## config.mk

```make
export PLATFORM = sky130hd
export DESIGN_NAME = lru_page_cache_with_dirty_bits_core
export DESIGN_NICKNAME = d
export VERILOG_FILES = /design/src/lpc_pkg.sv /design/src/lru_page_cache_with_dirty_bits_core.sv
export SDC_FILE = /design/constraint.sdc
export NUM_CORES = 2
export LEC_CHECK = 0
export BUFFER_PORTS_ARGS = -buffer_cell sky130_fd_sc_hd__buf_2
export CAP_MARGIN = 10
export CORE_MARGIN = 4
export CORE_UTILIZATION = 56
export DETAILED_ROUTE_END_ITERATION = 7
export PLACE_DENSITY = 0.73
export SETUP_SLACK_MARGIN = 0.15
export SYNTH_ARGS = -nofsm -noshare
export SYNTH_HDL_FRONTEND = slang
export SYNTH_SLANG_ARGS = --single-unit
```

## constraint.sdc

```tcl
create_clock -name clk_i -period 8.1 [get_ports clk_i]
set_input_delay 0.81 -clock clk_i [delete_from_list [all_inputs] [get_ports clk_i]]
set_output_delay 0.81 -clock clk_i [all_outputs]
set_load 0.02 [all_outputs]
```

## src/lpc_pkg.sv

```systemverilog
// Shared types and constants for the LRU page cache with dirty bits.
package lpc_pkg;

  localparam int ENTRIES   = 16;
  localparam int IDX_W     = $clog2(ENTRIES);
  localparam int AGE_W     = $clog2(ENTRIES);
  localparam int CNT_W     = $clog2(ENTRIES + 1);
  localparam int FILE_BITS = 16;
  localparam int KEY_BITS  = 32;
  localparam int PAGE_BITS = 32;
  localparam int OP_W      = 3;
  localparam int CAP_W     = 5;
  localparam int IN_W      = 88;
  localparam int OUT_W     = 128;

  typedef enum logic [OP_W-1:0] {
    OP_INSERT = 3'd0,
    OP_LOOKUP = 3'd1,
    OP_REMOVE = 3'd2,
    OP_EXISTS = 3'd3,
    OP_LIST   = 3'd4
  } op_e;

  // One stored entry
  typedef struct packed {
    logic [FILE_BITS-1:0] file;
    logic [KEY_BITS-1:0]  key;
    logic [PAGE_BITS-1:0] page;
    logic                 dirty;
    logic [AGE_W-1:0]     age;
  } entry_t;

  // One result item, last field in the lowest bits
  typedef struct packed {
    logic [CNT_W-1:0]     entry_count;
    logic                 status;
    logic                 evicted_dirty;
    logic [PAGE_BITS-1:0] evicted_page;
    logic [KEY_BITS-1:0]  evicted_key;
    logic [FILE_BITS-1:0] evicted_file;
    logic                 evicted;
    logic [PAGE_BITS-1:0] page_out;
    logic                 hit;
  } result_t;

  localparam int RES_W = $bits(result_t);

endpackage

```

## src/lru_page_cache_with_dirty_bits_core.sv

```systemverilog
// Top level of the LRU page cache with dirty bits.
// Fully associative cache of 16 entries held in one synchronous memory. A
// sequencer handles each item by sweeping the memory one entry per cycle.
// Every item takes a search sweep, a decode state and a load state. Insert,
// lookup hits and remove hits add an update sweep and a finish state. List
// dirty repeats a selection sweep and load for each reported entry. A result
// that waits on m_axis_tready holds the sequencer in its load state, and a
// new item is taken only back in idle, once the last result is loaded. The
// sweeps follow from the memory's single read port.
// Capacity sits at byte address 0 of the register port; 0 acts as 1 and
// values above 16 act as 16.
module lru_page_cache_with_dirty_bits_core (
  input  logic                        clk_i,
  input  logic                        rst_ni,
  // register port
  input  logic                        psel,
  input  logic                        penable,
  input  logic                        pwrite,
  input  logic [2:0]                  paddr,
  input  logic [31:0]                 pwdata,
  output logic [31:0]                 prdata,
  output logic                        pready,
  // input items
  input  logic                        s_axis_tvalid,
  output logic                        s_axis_tready,
  // tdata: file_id, page_key, page_id, dirty_in, zero fill
  input  logic [lpc_pkg::IN_W-1:0]    s_axis_tdata,
  // tuser: operation
  input  logic [lpc_pkg::OP_W-1:0]    s_axis_tuser,
  // result items
  output logic                        m_axis_tvalid,
  input  logic                        m_axis_tready,
  // tdata: hit, page_out, evicted, evicted_file, evicted_key, evicted_page,
  //        evicted_dirty, status, entry_count, zero fill
  output logic [lpc_pkg::OUT_W-1:0]   m_axis_tdata,
  output logic                        m_axis_tlast
);

  localparam int FK_W = lpc_pkg::FILE_BITS + lpc_pkg::KEY_BITS;

  typedef enum logic [2:0] {
    ST_IDLE, ST_FIND, ST_DEC, ST_UPD, ST_FIN, ST_DSCAN, ST_OUT
  } state_e;

  typedef enum logic [1:0] {
    M_REFRESH, M_NEW, M_DROP
  } mode_e;

  state_e state_q;
  mode_e  mode_q;

  logic [lpc_pkg::CAP_W-1:0] capacity_q;
  logic [lpc_pkg::CAP_W-1:0] cap_eff;

  // entry memory and its read pipe
  lpc_pkg::entry_t mem [lpc_pkg::ENTRIES];
  lpc_pkg::entry_t rd_q;
  lpc_pkg::entry_t wd;
  logic            re, we;
  logic [lpc_pkg::IDX_W-1:0] ra_q;
  logic            rv_q;
  logic [lpc_pkg::CNT_W-1:0] cnt_q;
  logic            scan_done;
  logic            rd_valid;

  logic [lpc_pkg::ENTRIES-1:0] valid_q;
  logic [lpc_pkg::CNT_W-1:0]   count_q;

  // item fields
  lpc_pkg::op_e                  op_q;
  logic [lpc_pkg::FILE_BITS-1:0] f_q;
  logic [lpc_pkg::KEY_BITS-1:0]  k_q;
  logic [lpc_pkg::PAGE_BITS-1:0] p_q;
  logic                          d_q;

  // search results
  logic                          hit_q;
  logic [lpc_pkg::IDX_W-1:0]     s_idx_q;
  logic [lpc_pkg::AGE_W-1:0]     s_age_q;
  logic [lpc_pkg::PAGE_BITS-1:0] s_page_q;
  logic                          of_q;
  logic [lpc_pkg::IDX_W-1:0]     old_idx_q;
  lpc_pkg::entry_t               old_q;
  logic [lpc_pkg::CNT_W-1:0]     dcount_q;
  logic [lpc_pkg::IDX_W-1:0]     free_q;

  // oldest after refresh
  logic                          tr_q;
  logic [lpc_pkg::IDX_W-1:0]     tr_idx_q;
  lpc_pkg::entry_t               tr_e_q;

  // dirty listing
  logic                          have_last_q;
  logic [FK_W-1:0]               last_fk_q;
  logic                          bf_q;
  lpc_pkg::entry_t               best_q;
  logic [lpc_pkg::CNT_W-1:0]     emit_q;

  lpc_pkg::result_t              res_q;
  logic                          res_last_q;
  lpc_pkg::result_t              out_q;
  logic                          out_valid_q;
  logic                          out_last_q;
  logic                          out_free;
  logic                          out_load;
  lpc_pkg::result_t              res_fill;
  lpc_pkg::result_t              list_res;

  logic                          in_acc;
  logic [lpc_pkg::ENTRIES-1:0]   v_after;
  logic                          free_ok;
  logic [lpc_pkg::IDX_W-1:0]     free_idx;
  logic                          miss_evict;
  logic                          rd_v;
  logic [FK_W-1:0]               rd_fk;

  // register port
  assign pready = 1'b1;
  assign prdata = (paddr == 3'd0) ? {{(32-lpc_pkg::CAP_W){1'b0}}, capacity_q} : 32'd0;

  always_ff @(posedge clk_i or negedge rst_ni) begin
    if (!rst_ni) begin
      capacity_q <= lpc_pkg::CAP_W'(lpc_pkg::ENTRIES);
    end else if (psel && penable && pwrite && pready && paddr == 3'd0) begin
      capacity_q <= pwdata[lpc_pkg::CAP_W-1:0];
    end
  end

  always_comb begin
    if (capacity_q == '0) begin
      cap_eff = lpc_pkg::CAP_W'(1);
    end else if (capacity_q > lpc_pkg::CAP_W'(lpc_pkg::ENTRIES)) begin
      cap_eff = lpc_pkg::CAP_W'(lpc_pkg::ENTRIES);
    end else begin
      cap_eff = capacity_q;
    end
  end

  // handshakes
  assign s_axis_tready = (state_q == ST_IDLE);
  assign in_acc        = s_axis_tvalid && s_axis_tready;
  assign out_free      = !out_valid_q || m_axis_tready;
  assign out_load      = (state_q == ST_OUT) && out_free;
  assign m_axis_tvalid = out_valid_q;
  assign m_axis_tdata  = {{(lpc_pkg::OUT_W-lpc_pkg::RES_W){1'b0}}, out_q};
  assign m_axis_tlast  = out_last_q;

  // result as loaded, with the entry count after the operation
  always_comb begin
    res_fill             = res_q;
    res_fill.entry_count = count_q;
  end

  // one listed dirty entry
  always_comb begin
    list_res              = '0;
    list_res.hit          = 1'b1;
    list_res.page_out     = best_q.page;
    list_res.evicted_file = best_q.file;
    list_res.evicted_key  = best_q.key;
  end

  // sweep control: issue one read per cycle, data is registered and returns in the following cycle
  assign re        = (state_q == ST_FIND || state_q == ST_UPD || state_q == ST_DSCAN)
                     && cnt_q < lpc_pkg::CNT_W'(lpc_pkg::ENTRIES);
  assign scan_done = (cnt_q == lpc_pkg::CNT_W'(lpc_pkg::ENTRIES)) && !rv_q;
  assign rd_valid  = rv_q;
  assign rd_v      = valid_q[ra_q];
  assign rd_fk     = {rd_q.file, rd_q.key};
  assign we        = rd_valid && (state_q == ST_UPD);

  always_ff @(posedge clk_i) begin
    if (we) begin
      mem[ra_q] <= wd;
    end
    if (re) begin
      rd_q <= mem[cnt_q[lpc_pkg::IDX_W-1:0]];
    end
  end

  // modified entry for the update sweep
  always_comb begin
    wd = rd_q;
    case (mode_q)
      M_REFRESH: begin
        if (ra_q == s_idx_q) begin
          wd.age   = '0;
          wd.dirty = rd_q.dirty | ((op_q == lpc_pkg::OP_INSERT) & d_q);
        end else if (rd_v && rd_q.age < s_age_q) begin
          wd.age = rd_q.age + 1'b1;
        end
      end
      M_NEW: begin
        if (ra_q == free_q) begin
          wd.file  = f_q;
          wd.key   = k_q;
          wd.page  = p_q;
          wd.dirty = d_q;
          wd.age   = '0;
        end else if (rd_v) begin
          wd.age = rd_q.age + 1'b1;
        end
      end
      M_DROP: begin
        if (rd_v && rd_q.age > s_age_q) begin
          wd.age = rd_q.age - 1'b1;
        end
      end
      default: wd = rd_q;
    endcase
  end

  // lowest free slot once a miss eviction is applied
  always_comb begin
    miss_evict = ({1'b0, count_q} + 1'b1) > {1'b0, cap_eff} && of_q;
    v_after    = valid_q;
    if (miss_evict) begin
      v_after[old_idx_q] = 1'b0;
    end
    free_ok  = 1'b0;
    free_idx = '0;
    for (int i = lpc_pkg::ENTRIES - 1; i >= 0; i--) begin
      if (!v_after[i]) begin
        free_ok  = 1'b1;
        free_idx = lpc_pkg::IDX_W'(i);
      end
    end
  end

  // sequencer
  always_ff @(posedge clk_i or negedge rst_ni) begin
    if (!rst_ni) begin
      state_q     <= ST_IDLE;
      mode_q      <= M_REFRESH;
      valid_q     <= '0;
      count_q     <= '0;
      cnt_q       <= '0;
      rv_q        <= 1'b0;
      ra_q        <= '0;
      out_valid_q <= 1'b0;
      out_last_q  <= 1'b0;
      out_q       <= '0;
    end else begin
      // read pipe
      rv_q <= re;
      if (re) begin
        ra_q  <= cnt_q[lpc_pkg::IDX_W-1:0];
        cnt_q <= cnt_q + 1'b1;
      end
      // load a new result or drop a taken one
      if (out_load) begin
        out_valid_q <= 1'b1;
      end else if (m_axis_tready) begin
        out_valid_q <= 1'b0;
      end

      case (state_q)
        ST_IDLE: begin
          if (in_acc) begin
            op_q        <= lpc_pkg::op_e'(s_axis_tuser);
            f_q         <= s_axis_tdata[15:0];
            k_q         <= s_axis_tdata[47:16];
            p_q         <= s_axis_tdata[79:48];
            d_q         <= s_axis_tdata[80];
            res_q       <= '0;
            res_last_q  <= 1'b1;
            hit_q       <= 1'b0;
            of_q        <= 1'b0;
            tr_q        <= 1'b0;
            dcount_q    <= '0;
            have_last_q <= 1'b0;
            bf_q        <= 1'b0;
            emit_q      <= '0;
            cnt_q       <= '0;
            state_q     <= ST_FIND;
          end
        end

        ST_FIND: begin
          if (rd_valid && rd_v) begin
            if (rd_q.file == f_q && rd_q.key == k_q) begin
              hit_q    <= 1'b1;
              s_idx_q  <= ra_q;
              s_age_q  <= rd_q.age;
              s_page_q <= rd_q.page;
            end
            if (!of_q || rd_q.age > old_q.age) begin
              of_q      <= 1'b1;
              old_idx_q <= ra_q;
              old_q     <= rd_q;
            end
            if (rd_q.dirty) begin
              dcount_q <= dcount_q + 1'b1;
            end
          end
          if (scan_done) begin
            state_q <= ST_DEC;
          end
        end

        ST_DEC: begin
          cnt_q <= '0;
          case (op_q)
            lpc_pkg::OP_INSERT: begin
              res_q.hit <= hit_q;
              if (hit_q) begin
                mode_q  <= M_REFRESH;
                state_q <= ST_UPD;
              end else begin
                if (miss_evict) begin
                  valid_q[old_idx_q]  <= 1'b0;
                  count_q             <= count_q - 1'b1;
                  res_q.evicted       <= 1'b1;
                  res_q.evicted_file  <= old_q.file;
                  res_q.evicted_key   <= old_q.key;
                  res_q.evicted_page  <= old_q.page;
                  res_q.evicted_dirty <= old_q.dirty;
                end
                res_q.status <= !miss_evict;
                if (free_ok) begin
                  free_q  <= free_idx;
                  mode_q  <= M_NEW;
                  state_q <= ST_UPD;
                end else begin
                  state_q <= ST_OUT;
                end
              end
            end
            lpc_pkg::OP_LOOKUP: begin
              res_q.hit <= hit_q;
              if (hit_q) begin
                res_q.page_out <= s_page_q;
                mode_q         <= M_REFRESH;
                state_q        <= ST_UPD;
              end else begin
                res_q.status <= 1'b1;
                state_q      <= ST_OUT;
              end
            end
            lpc_pkg::OP_REMOVE: begin
              res_q.hit <= hit_q;
              if (hit_q) begin
                mode_q  <= M_DROP;
                state_q <= ST_UPD;
              end else begin
                state_q <= ST_OUT;
              end
            end
            lpc_pkg::OP_EXISTS: begin
              res_q.hit <= hit_q;
              state_q   <= ST_OUT;
            end
            lpc_pkg::OP_LIST: begin
              if (dcount_q != '0) begin
                state_q <= ST_DSCAN;
              end else begin
                state_q <= ST_OUT;
              end
            end
            default: state_q <= ST_OUT;
          endcase
        end

        ST_UPD: begin
          if (rd_valid && mode_q == M_REFRESH && rd_v) begin
            if (!tr_q || wd.age > tr_e_q.age) begin
              tr_q     <= 1'b1;
              tr_idx_q <= ra_q;
              tr_e_q   <= wd;
            end
          end
          if (scan_done) begin
            state_q <= ST_FIN;
          end
        end

        ST_FIN: begin
          state_q <= ST_OUT;
          case (mode_q)
            M_NEW: begin
              valid_q[free_q] <= 1'b1;
              count_q         <= count_q + 1'b1;
            end
            M_DROP: begin
              valid_q[s_idx_q] <= 1'b0;
              count_q          <= count_q - 1'b1;
            end
            M_REFRESH: begin
              if (op_q == lpc_pkg::OP_INSERT) begin
                if (count_q > cap_eff && tr_q) begin
                  valid_q[tr_idx_q]   <= 1'b0;
                  count_q             <= count_q - 1'b1;
                  res_q.evicted       <= 1'b1;
                  res_q.evicted_file  <= tr_e_q.file;
                  res_q.evicted_key   <= tr_e_q.key;
                  res_q.evicted_page  <= tr_e_q.page;
                  res_q.evicted_dirty <= tr_e_q.dirty;
                  res_q.status        <= 1'b0;
                end else begin
                  res_q.status <= 1'b1;
                end
              end
            end
            default: ;
          endcase
        end

        ST_DSCAN: begin
          // pick the smallest dirty key above the one reported last
          if (rd_valid && rd_v && rd_q.dirty && (!have_last_q || rd_fk > last_fk_q)) begin
            if (!bf_q || rd_fk < {best_q.file, best_q.key}) begin
              bf_q   <= 1'b1;
              best_q <= rd_q;
            end
          end
          if (scan_done) begin
            res_q       <= list_res;
            res_last_q  <= (emit_q + 1'b1) == dcount_q;
            emit_q      <= emit_q + 1'b1;
            last_fk_q   <= {best_q.file, best_q.key};
            have_last_q <= 1'b1;
            state_q     <= ST_OUT;
          end
        end

        ST_OUT: begin
          if (out_free) begin
            out_q      <= res_fill;
            out_last_q <= res_last_q;
            if (res_last_q) begin
              state_q <= ST_IDLE;
            end else begin
              bf_q    <= 1'b0;
              cnt_q   <= '0;
              state_q <= ST_DSCAN;
            end
          end
        end

        default: state_q <= ST_IDLE;
      endcase
    end
  end

endmodule

```

Word level (Yosys, flattened, before mapping)
Memory sizes are Yosys's and may differ from the RTL's. A register that Yosys moved wholly into a read port is not among the register bits.
Cells that the tools add are included.

cells by class
  add/sub/neg operators = 8
  multipliers = 0
  div/mod/pow operators = 0
  magnitude comparators = 19
  equality and inequality tests = 50
  shift-type cells = 0
  multiplexer cells = 136
  bitwise operators = 10
  reductions and logical operators = 78

operator list
  operator                                       number
  83-bit one-hot mux with 4 select lines         1
  83-bit two-way mux                             3
  82-bit two-way mux                             3
  116-bit two-way mux                            2
  33-bit one-hot mux with 3 select lines         1
  81-bit two-way mux                             1
  16-bit two-way mux                             5
  5-bit two-way mux                              16
  80-bit two-way mux                             1
  32-bit two-way mux                             2
  4-bit two-way mux                              13
  16-bit AND                                     3
  48-bit > comparator                            1
  48-bit < comparator                            1
  16-bit NOT                                     3
  16-bit one-hot mux with 3 select lines         1
  1-bit two-way mux                              44
  5-bit AND reduction                            8
  3-bit two-way mux                              13
  32-bit == test                                 1
  2-bit inequality test (second input constant)  16
  16-bit one-hot mux with 2 select lines         1
  5-bit one-hot mux with 2 select lines          3
  5-bit one-hot mux with 3 select lines          2
  other kinds (59)                               156

storage, ports and cells
  flip-flop bits (word level) = 730
  latch bits = 0
  memory bits (writable) = 1,360
  memory bits (read-only) = 0
  input port bits = 133
  output and inout port bits = 164
  logic and storage cells = 365
  memories kept = 1

memories
  name  words  width  rd ports  clocked after Yosys merged registers in  write ports  RTL line                                   RTL
  mem   16     85     1         1                                        1            lru_page_cache_with_dirty_bits_core.sv:56  lpc_pkg::entry_t mem [lpc_pkg::ENTRIES];

Depth between registers and ports, before layout
  word-level depth = 27
  depth in mapped cells = 20
  gate-level depth less buffers = 19

Least setup slack after synthesis
No wires, ideal clock.

  kind = reg-to-reg
  start point = reg cnt_q[0] in the netlist's numbering
  end point = reg res_q, in the netlist res_fill[100], enable pin
  setup time = 644 ps
  arrival time = 8,079 ps
  slack = -624 ps
  cell stages (with the launch flop) = 12
  buffers on the path = 3
  cell sequence = dfrtp_1 > buf_2 > buf_2 > buf_1 > inv_1 > ha_1 > nand2_1 > nor4_1 > o21bai_1 > a211oi_1 > nand2_1 > a211oi_1

between the ends
  cells in the longest elaborated chain, start to end = 4

ends and longest elaborated chain
  item                             RTL line                                    RTL
  from (decl)                      lru_page_cache_with_dirty_bits_core.sv:62   logic [lpc_pkg::CNT_W-1:0] cnt_q;
  from (signal assigned)           lru_page_cache_with_dirty_bits_core.sv:248  cnt_q <= cnt_q + 1'b1;
  5-bit == test                    lru_page_cache_with_dirty_bits_core.sv:166  assign scan_done = (cnt_q == lpc_pkg::CNT_W'(lpc_pkg::ENTRIES)) && !rv_q;
  1-bit logical AND                lru_page_cache_with_dirty_bits_core.sv:166
  2-bit inequality test (no line)  --
  10-bit AND reduction (no line)   --
  to (signal assigned)             lru_page_cache_with_dirty_bits_core.sv:417  res_q <= list_res;
  to (decl)                        lru_page_cache_with_dirty_bits_core.sv:99   lpc_pkg::result_t res_q;

No other way between the ends.
A chain may end at the register's enable or synchronous reset.

==> impl_metrics.json <==
{
  "status": "completed",
  "routedWlPerCell_um": 29.83,
  "vias": 42850,
  "overflow": 0,
  "syn_avg_cell_area_um2": 20.09,
  "synth_cell_types": 80,
  "numPortBuffers": 227,
  "antenna_found_initial": 7,
  "seq_area_frac_synth": 0.7528,
  "drc": 0,
  "endpoint_kind": "register",
  "post_cts_buffers": 0,
  "areaGrowthSynthToFinish_pct": 12.44,
  "powerDensity_nw_per_um2": 370.4,
  "synth_seq_cells": 2175,
  "rsz0062_at_grt": "false",
  "grt_max_degree": 164,
  "root_buffer": "clkbuf_16",
  "power_mw": 35.68,
  "die_x_um": 399.1,
  "finalSetupViolations": 0,
  "rows": 143,
  "fin_area_um2": 96320,
  "synth.most_common_cell": "edfxtp_1",
  "max_freq_mhz": 188.0,
  "holdWs_ns": 0.1381,
  "ant_nets": 0,
  "drt_wl_total_um": 202600,
  "numCtsBuffers": 205,
  "finalNetCount": 4841,
  "clock_path_buffers": 3,
  "postCtsHoldBufs": 1,
  "holdCritPathClass": "primary input to register",
  "routed_via_density": 6.310,
  "grt_pass1_wl_um": 296400,
  "dp.cells": 6404,
  "netlist_instances": 4265,
  "path_clk_slew_ns": 0.06,
  "slew_headroom": 0.1312,
  "seqCellArea_um2": 64510,
  "crit_fanout": 89,
  "period_needed_ns": 5.320,
  "h-tree-depth": 4,
  "synth_top_flop_cell": "edfxtp_1",
  "drt_iter0_drc": 5242,
  "yosys-top-cells-count": "2011 x edfxtp_1, 426 x mux4_2, 208 x mux2_2, 163 x dfrtp_1, 143 x nand2_1",
  "p_leak_nw": 32.24,
  "hold_viol": 0,
  "worstPathRequired_ns": 8.56,
  "ir_drop_mv": 0.3247,
  "syn_area_um2": 85670,
  "yosys.area.top_type_share": 0.7049,
  "drtPass1Iterations": 7,
  "synth_warnings": 0,
  "r2r_cells": 16,
  "worst_clock_skew_ns": 0.03560,
  "worstPathArrival_ns": 5.78,
  "async_flop_share": 0.07540,
  "cts_resized": 0,
  "synth_enable_flop_cells": 2011,
  "dieArea_um2": 159300,
  "dpl.hpwl_um": 109900,
  "stdcell_count": 6790,
  "routabilityCongestion": 0.8758,
  "whs_path_depth": 1,
  "clock-sinks": 2175,
  "setup_tns_ns": 0,
  "drv_slew": 0,
  "insertion_delay_ns": 0.85,
  "fillers": 9942,
  "path_class": "register to register",
  "die_y_um": 399.1,
  "initial_core_util": 0.5639,
  "first_global_vias": 43260,
  "core-area_um2": 151900,
  "synth_area_leaders": "edfxtp_1 70%, mux4_2 11%, dfrtp_1 4.8%",
  "track_usage": 0.2572,
  "drive_above_1_share": 0.2694,
  "cp-start-kind": "register",
  "max_slew.worst_pin.slew_ns": 1.290,
  "place_area_um2": 89390,
  "multi_input_area_um2": 19960,
  "ios": 297,
  "cts_tree": "built",
  "r2r_slack_ns": 2.78,
  "period_share": 0.6568,
  "drv_cap": 0,
  "synth_top_area_cell": "edfxtp_1"
}
layout make-up:
type / count / share of cell area
tap: 2030 / 0.02637
clock inverter: 118 / 0.01480
multi-input combinational: 1766 / 0.2072
antenna: 2 / 0.00005196
inverter: 138 / 0.005378
timing repair buffer: 296 / 0.01950
sequential: 2175 / 0.6698
clock buffer: 265 / 0.05696
where the power goes:
group	switching [mW]	leakage [nW]	internal [mW]
combinational	5.60	8.67	3.72
clock	4.16	3.36	5.64
sequential	1.21	20.2	15.4
total	11.0	32.2	24.7
through the flow:
step,worst slack [ns],util
after floorplan,0.1951,-
after global placement,2.822,0.5885
after detailed placement,2.924,0.5885
after CTS,2.868,0.6340
after global routing,2.505,0.6340
final,2.780,0.6341
layer usage:
| layer | vias up | part of all wire | global-route usage |
|---|---|---|---|
| li1 | 17870 | - | - |
| met1 | 22470 | 0.39 | 0.3659 |
| met2 | 2190 | 0.49 | 0.4115 |
| met3 | 309 | 0.094 | 0.05246 |
| met4 | 4 | 0.027 | 0.07282 |
| met5 | - | 0.00013 | 0 |
final timing paths:
path                                         start                       endpoint
min in group asynchronous                   rst_ni   m_axis_tdata[34]$_DFFE_PN0P_
min                                s_axis_tuser[0]              op_q[0]$_DFFE_PP_
max in group asynchronous                   rst_ni   m_axis_tdata[92]$_DFFE_PN0P_
min reg2reg                res_fill[107]$_DFFE_PP_  m_axis_tdata[107]$_DFFE_PN0P_
max                            ra_q[0]$_DFFE_PN0P_           tr_e_q[60]$_DFFE_PP_
max reg2reg                    ra_q[0]$_DFFE_PN0P_           tr_e_q[60]$_DFFE_PP_
cell usage in the layout (no fill, tap or decap), drive strengths merged, types with 15 or more instances in the layout:
cell	synthesis	layout
and3	17	17
inv	138	145
nand2b	16	16
o21ai	120	120
nand3	33	33
clkbuf	131	266
nand4	42	42
ha	126	126
edfxtp	2011	2011
mux4	429	429
clkinv	0	78
mux2i	56	56
dfrtp	163	163
a21oi	82	82
xor2	18	18
nor2b	15	15
buf	88	294
conb	2	35
nor2	90	90
a22o	68	68
xnor2	61	61
mux2	208	208
nor3	29	29
bufinv	0	26
nand2	144	144
state kept, by name, summed over array words and instances, names as in the netlist, 32 cells and up:
signal        count
best_q           80
k_q              32
last_fk_q        48
m_axis_tdata    121
mem            1360
old_q            85
p_q              32
rd_fk            48
rd_q             37
res_fill        116
s_page_q         32
tr_e_q           85
kinds of logic after synthesis:
family,count (synthesis),synth area share
AOI/OAI and AO/OA,395,0.03060
and+or+nand+nor,438,0.02508
adders and majority gates,126,0.01840
other,2,0.00008767
buffers and inverters,357,0.01796
muxes,693,0.1469
DFF,2175,0.7528
xor gates and xnor gates,79,0.008077
worst max-delay path, cell delays in order, from the launching register on:
cell,delay [ns]
dfrtp_1,0.73
mux4_1,0.66
mux2i_1,0.26
mux2i_4,0.19
and3_1,0.28
mux2i_1,0.14
nand3b_1,0.11
o311ai_2,0.37
ha_1,0.45
nor2b_1,0.12
o21ai_0,0.08
nand2b_1,0.08
a21oi_1,0.07
o21ai_0,0.31
and4_1,0.27
and2_4,0.16
buf_12,0.52
No activity file was read; power rests on OpenSTA's default activity.
